`src/rtl/core/gdr_pkg.sv`:
```
package gdr_pkg;

  localparam int unsigned QMAX       = 4194303;
  localparam logic [31:0] BLACK_CELL = 32'h000000FF;
  localparam int unsigned DIV_DW     = 64;
  localparam int unsigned DIV_SW     = 48;
  localparam int unsigned DIV_QW     = 32;

  localparam logic [2:0] CFG_MAP_W  = 3'd0;
  localparam logic [2:0] CFG_MAP_H  = 3'd1;
  localparam logic [2:0] CFG_RDIST  = 3'd2;
  localparam logic [2:0] CFG_FOCAL  = 3'd3;
  localparam logic [2:0] CFG_SCR_H  = 3'd4;

  typedef struct packed {
    logic               kind;
    logic [5:0]         cell_x;
    logic [5:0]         cell_y;
    logic [31:0]        cell_color;
    logic [21:0]        pos_x;
    logic [21:0]        pos_y;
    logic signed [15:0] dir_x;
    logic signed [15:0] dir_y;
  } in_item_t;

  typedef struct packed {
    logic               hit;
    logic               side;
    logic [5:0]         hit_x;
    logic [5:0]         hit_y;
    logic [21:0]        ray_len;
    logic [11:0]        wall_h;
    logic signed [11:0] wall_top;
    logic [31:0]        shade_color;
  } out_item_t;

  typedef struct packed {
    logic       start;
    logic [5:0] qbits;
  } div_req_t;

  typedef struct packed {
    logic done;
    logic ovf;
  } div_rsp_t;

  typedef enum logic [3:0] {
    S_IDLE, S_RX, S_RY, S_MX, S_MY, S_FX, S_FY, S_STEP, S_LOOK,
    S_NUM, S_DEN, S_CH, S_SHM, S_SHD, S_OUT
  } st_t;

endpackage

```
`src/rtl/core/gdr_div.sv`:
```
module gdr_div (
  input  logic                                 clk,
  input  logic                                 rst_n,
  input  gdr_pkg::div_req_t                    req,
  input  logic [gdr_pkg::DIV_DW-1:0]           dividend,
  input  logic [gdr_pkg::DIV_SW-1:0]           divisor,
  output gdr_pkg::div_rsp_t                    rsp,
  output logic [gdr_pkg::DIV_QW-1:0]           quo,
  output logic [gdr_pkg::DIV_SW-1:0]           remd
);

  localparam int unsigned DW = gdr_pkg::DIV_DW;
  localparam int unsigned SW = gdr_pkg::DIV_SW;
  localparam int unsigned QW = gdr_pkg::DIV_QW;

  logic          busy_r, busy_nxt;
  logic          done_r, done_nxt;
  logic          ovf_r, ovf_nxt;
  logic [5:0]    cnt_r, cnt_nxt;
  logic [SW-1:0] rem_r, rem_nxt;
  logic [SW-1:0] dvs_r, dvs_nxt;
  logic [DW-1:0] dvd_r, dvd_nxt;
  logic [QW-1:0] quo_r, quo_nxt;
  logic [DW-1:0] hi;
  logic [SW:0]   trial;
  logic          ge;

  always_comb begin
    busy_nxt = busy_r;
    done_nxt = 1'b0;
    ovf_nxt  = ovf_r;
    cnt_nxt  = cnt_r;
    rem_nxt  = rem_r;
    dvs_nxt  = dvs_r;
    dvd_nxt  = dvd_r;
    quo_nxt  = quo_r;
    hi       = dividend >> req.qbits;
    trial    = {rem_r, dvd_r[DW-1]};
    ge       = trial >= {1'b0, dvs_r};
    if (req.start) begin
      // quotient bits above qbits show up as overflow
      busy_nxt = 1'b1;
      ovf_nxt  = hi >= DW'(divisor);
      rem_nxt  = hi[SW-1:0];
      dvs_nxt  = divisor;
      dvd_nxt  = dividend << (7'd64 - {1'b0, req.qbits});
      cnt_nxt  = req.qbits;
      quo_nxt  = '0;
    end else if (busy_r) begin
      rem_nxt = ge ? SW'(trial - {1'b0, dvs_r}) : trial[SW-1:0];
      quo_nxt = {quo_r[QW-2:0], ge};
      dvd_nxt = {dvd_r[DW-2:0], 1'b0};
      cnt_nxt = cnt_r - 6'd1;
      if (cnt_r == 6'd1) begin
        busy_nxt = 1'b0;
        done_nxt = 1'b1;
      end
    end
  end

  always_ff @(posedge clk) begin
    if (!rst_n) begin
      busy_r <= 1'b0;
      done_r <= 1'b0;
    end else begin
      busy_r <= busy_nxt;
      done_r <= done_nxt;
    end
    ovf_r <= ovf_nxt;
    cnt_r <= cnt_nxt;
    rem_r <= rem_nxt;
    dvs_r <= dvs_nxt;
    dvd_r <= dvd_nxt;
    quo_r <= quo_nxt;
  end

  assign rsp.done = done_r;
  assign rsp.ovf  = ovf_r;
  assign quo      = quo_r;
  assign remd     = rem_r;

endmodule

```
`config.mk`:
```
export PLATFORM = sky130hd
export DESIGN_NAME = gdr_div
export DESIGN_NICKNAME = d
export VERILOG_FILES = /design/src/rtl/core/gdr_pkg.sv /design/src/rtl/core/gdr_div.sv
export SDC_FILE = /design/constraint.sdc
export NUM_CORES = 1
export LEC_CHECK = 0
export ABC_AREA = 1
export BUFFER_PORTS_ARGS = -buffer_cell sky130_fd_sc_hd__clkbuf_2
export CAP_MARGIN = 20
export CORE_MARGIN = 4
export CORE_UTILIZATION = 35
export CTS_BUF_LIST = sky130_fd_sc_hd__clkbuf_16
export DETAILED_ROUTE_END_ITERATION = 8
export PLACE_DENSITY = 0.48
export SLEW_MARGIN = 20
export SYNTH_ARGS = -nofsm -noshare
export SYNTH_HDL_FRONTEND = slang
export SYNTH_SLANG_ARGS = --single-unit
```
`constraint.sdc`:
```
create_clock -name clk -period 6.8 [get_ports clk]
set_input_delay 0.68 -clock clk [delete_from_list [all_inputs] [get_ports clk]]
set_output_delay 0.68 -clock clk [all_outputs]
set_load 0.03 [all_outputs]
```
[Yosys cells after proc, flatten, opt, wreduce, memory -nomap -nowiden]
Cells that the tools add are included.
Word-level totals
  register bits: 201
  bits in latches: 0
  memory bits (writable): 0
  ROM bits: 0
  input port bits: 121
  output and inout bits: 82
  word-level logic and storage cells: 31
  memories kept: 0
Operators by class
  add/sub/neg operators: 3
  multiply operators: 0
  divide/modulo/power cells: 0
  $lt $le $gt $ge: 2
  equality and inequality tests: 1
  shift operators: 2
  muxes and demuxes: 11
  bitwise gates (word level): 2
  reductions and logical operators: 2
Operators with widths (count)
  48-bit two-way mux: 3
  64-bit two-way mux: 2
  64-bit by 48-bit greater-or-equal comparator with 1-bit output: 1
  64-bit by 7-bit left shift with 64-bit output: 1
  64-bit by 6-bit >> shifter with 64-bit output: 1
  49-bit by 48-bit greater-or-equal comparator with 1-bit output: 1
  48-bit subtractor: 1
  6-bit two-way mux: 2
  7-bit by 6-bit subtractor with 7-bit output, first input constant: 1
  6-bit by 1-bit == test with 1-bit output, second input constant: 1
  6-bit by 1-bit subtractor with 6-bit output, second input constant: 1
  1-bit two-way mux: 4
  3-bit OR reduction: 1
  1-bit inverter: 2
  2-bit nonzero test: 1

[Depth between registers and ports, before layout]
  depth in word-level cells: 4
  depth in mapped cells: 27

[Worst setup path after synthesis]
OpenSTA, ideal clock, no wires.
  path type: input port to flip-flop
  start point: input port req[6] (netlist bit)
  end point: register cnt_r[0], enable pin
  data arrival time: 4527 ps
  path slack: 1744 ps
  stages: 4
  path buffers: 2
  cells stage by stage: clkbuf_1 -> nor2_1 -> inv_1 -> clkbuf_1
On the way
  longest elaborated chain between the ends: 1
Ends and longest elaborated chain
  start: declaration: RTL line gdr_div.sv:4  | input gdr_pkg::div_req_t req,
  2-bit nonzero test (no source line)
  end signal: assignment: RTL line gdr_div.sv:70  | cnt_r <= cnt_nxt;
  end: declaration: RTL line gdr_div.sv:19  | logic [5:0] cnt_r, cnt_nxt;
Every way passes these cells.
A chain may end at the register's enable or synchronous reset.

[Worst setup path in the final report]
  start point: input port req[0] (netlist bit)
  end point: register dvd_r[14] (data pin)
On the way
  longest elaborated chain between the ends: 3
Ends and longest elaborated chain
  7-bit by 6-bit subtractor with 7-bit output: RTL line gdr_div.sv:46  | dvd_nxt = dividend << (7'd64 - {1'b0, req.qbits});
  64-bit by 7-bit left shift with 64-bit output: RTL line gdr_div.sv:46
  64-bit two-way mux: RTL line gdr_div.sv:40  | if (req.start) begin
  named net dvd_nxt[14]: RTL line gdr_div.sv:22  | logic [DW-1:0] dvd_r, dvd_nxt;
  end signal: assignment: RTL line gdr_div.sv:73  | dvd_r <= dvd_nxt;
  end: declaration: RTL line gdr_div.sv:22
The timed path passes the listed nets, and every way through them passes these cells.

==> reports/metrics.csv <==
stage,metric,value,unit
status,status,finished clean,
drt,wirelength,89100,um
layout,drive_above_1_share,8.24,%
floorplan,dieArea,65500,um^2
floorplan,dieWidth,256,um
synthesis,syn_inst,3588,
critical_path,reg2reg_slack,3.10,ns
sta,max_freq,0.239,GHz
global_routing,first_global_vias,22130,
floorplan,core-area,60600,um^2
synthesis,ys_warn_count,0,
floorplan,fp-row-count,90,
critical_path,crit_type,primary input to register,
sta,rsz0062_at_grt,no,
clock_network,ctsRootBufferMaster,clkbuf_16,
critical_path,cp.arrival,4.50,ns
floorplan,ioPinCount,203,
synthesis,ys_seq_area_share,26.5,%
synthesis,yosysTopAreaCellShare,23.3,%
power_and_ir_drop,swShare,47.3,%
power_and_ir_drop,ir_worst_vdd,0.163,mV
synthesis,synth_seq_cells,201,
layout,syn_to_final_growth,10.4,%
run,maxCapViolations,0,
synthesis,synth_xor_area_share,1.10,%
critical_path,required,7.11,ns
synthesis,synth_top_family_by_area,simple AND/OR/NAND/NOR gates,
drt,dr.pass1.iters,8,
synthesis,syn_area_per_cell,6.00,um^2
sta,relSlewSlack,31.7,%
drt,wire_per_inst,20.0,um
power_and_ir_drop,p_leak,12.3,nW
drt,first_iter_violations,1994,
synthesis,synth_edf_count,167,
synthesis,synthFlopType,edfxtp_1,
clock_network,clock-sinks,201,
clock_network,cts_inserted_buffers,26,
drt,route.detailed.drc,0,
clock_network,clock_path_buffers,3,
placement,place_congestion,0.942,
drt,postRouteAntennaNets,0,
drt,vias,23285,
synthesis,synth_fa_ha_area_share,5.85,%
placement,port-buffer-count,202,
synthesis,synthArstFlopShare,0,%
clock_network,htreeDepth,1,
sta,fin_setup_tns,0,ns
global_routing,grtUsageTotal,26.1,%
synthesis,synthesis.nets,3809,
power_and_ir_drop,p_int,3.29,mW
sta,drv_slew,0,
critical_path,path_max_fanout,64,
critical_path,crit_path_end_kind,register,
clock_network,hold_buffers,0,
clock_network,cts_tree,yes,
layout,diodes,0,
power_and_ir_drop,power_switching,2.95,mW
layout,final_nets,3879,
power_and_ir_drop,p_seq_share,27.5,%
clock_network,ctsResizeCount,0,
power_and_ir_drop,p_comb_share,51.0,%
global_routing,overflow,0,
sta,hold_violations,0,
power_and_ir_drop,fin_total_pwr,6.23,mW
power_and_ir_drop,pwr-share-clk,21.5,%
power_and_ir_drop,power_per_cell_area,262,nW/um^2
floorplan,chipHeight,256,um
sta,fin_crit,4.19,ns
synthesis,yosys.area_share.simple,41.4,%
global_routing,grt_max_degree,97,
synthesis,syn_area,21500,um^2
synthesis,ys_types,43,
critical_path,cp-start-kind,primary input,
floorplan,start_util,35.5,%
sta,clock-skew-final,0.0219,ns
global_routing,antenna_found_initial,1,
placement,dp_hpwl,71500,um
synthesis,synth_area_leaders,"edfxtp_1, nand2_1, nand3_1, inv_1, ha_1",
drt,avgViaCountPerCell,5.22,
clock_network,post_cts_buffers,0,
clock_network,clk_pin_slew,0.07,ns
worst_hold_path,hold_path.class,primary input to register,
sta,setup_violations,0,
synthesis,yosysMostFrequentCell,nand2_1,
sta,period_share,61.6,%
synthesis,synthTopCellsByCount,"nand2_1, inv_1, nand3_1",
synthesis,synth_compound_area_share,11.0,%
clock_network,clk_latency,0.57,ns
synthesis,synth_mux_area_share,1.30,%
synthesis,yosysTopAreaCell,edfxtp_1,
sta,worstMarginPinSlew,1.02,ns
global_routing,grt_pass1_wl,134000,um
==> power groups by stage <==
stage                     combinational [mW]  sequential (mW)  clock [mW]
final                                   3.18             1.71        1.34
after global routing                    3.54             1.73        1.43
after CTS                               3.17             1.72        1.38
after detailed placement                3.16             1.74           0
after global placement                  3.16             1.74           0
after floorplan                         2.04             1.86           0
==> kinds of logic (layout without fill, tap and decap cells) <==
logic type | count (synthesis) | in the layout
fa+ha+maj | 100 | 100
simple gates | 2101 | 2101
flops | 201 | 201
buf+inv | 712 | 800
xor+xnor | 27 | 27
mux | 28 | 28
compound gates | 419 | 419
==> path summary, 6_finish.rpt <==
path	cells after the start	startpoint	end
worst max-delay path	11	req[0]	dvd_r[14]
worst min-delay path	1	divisor[21]	dvs_r[21]
worst max register to register	16	remd[7]	remd[41]
worst min register to register	2	quo[31]	quo[31]
==> layout make-up <==
| class | count | area, um^2 |
|---|---|---|
| Fill cell | 6886 | 36800 |
| Multi-Input combinational cell | 2675 | 13100 |
| Sequential cell | 201 | 5700 |
| Inverter | 524 | 1980 |
| Timing Repair Buffer | 230 | 1230 |
| Tap cell | 782 | 978 |
| Clock buffer | 27 | 676 |
| Clock inverter | 19 | 143 |
==> layer usage <==
metal	GRT usage [%]	vias up	wire, um
met4	8.17	2	3230
met3	2.30	127	3550
met1	33.4	10792	38500
met2	46.8	580	43900
met5	0	-	17
li1	-	11784	-
==> worst max-delay path, stage by stage <==
cell and delay [ns]:
buf_4 0.40, inv_2 0.48, ha_1 0.41, xor2_2 0.15, buf_4 0.27, inv_2 0.67
buf_4 0.47, o21ai_0 0.18, o21ai_1 0.38, nor2_1 0.11, a22o_1 0.20
==> flip-flops by register name, summed over array words and instances, names as in the netlist <==
register / cells
dvd_r: 64
busy_r: 1
dvs_r: 48
remd: 48
quo: 32
ovf_r: 1
cnt_r: 6
done_r: 1
==> placed cells by master, fill, tap and decap left out, types with 27 or more instances in the layout <==
cell type | Yosys | routed
nand3_1 | 495 | 494
ha_1 | 99 | 99
clkbuf_2 | 0 | 200
nor2_1 | 156 | 155
clkbuf_16 | 0 | 27
o21ai_0 | 197 | 197
inv_1 | 517 | 515
dfxtp_1 | 34 | 34
edfxtp_1 | 167 | 167
mux2i_1 | 28 | 28
and2_1 | 41 | 41
a21oi_1 | 79 | 79
nand2_1 | 1291 | 1289
nand4_1 | 77 | 77
o21ai_1 | 28 | 28
o211ai_1 | 47 | 47
buf_4 | 13 | 30
o22ai_1 | 31 | 31
==> stage by stage <==
step | cell area (um^2) | hold WS [ns] | setup slack [ns] | cells | utilization (%)
after floorplan | 21500 | 0.476 | 1.74 | 3588 | -
after global placement | 22900 | 0.442 | 2.13 | 4412 | 37.9
after detailed placement | 22900 | 0.451 | 2.10 | 4412 | 37.9
after CTS | 23800 | 0.274 | 2.74 | 4458 | 39.2
after global routing | 23800 | 0.287 | 2.24 | 4458 | 39.2
final | 23800 | 0.308 | 2.61 | 4458 | 39.2
No activity file was read; power rests on OpenSTA's default activity.
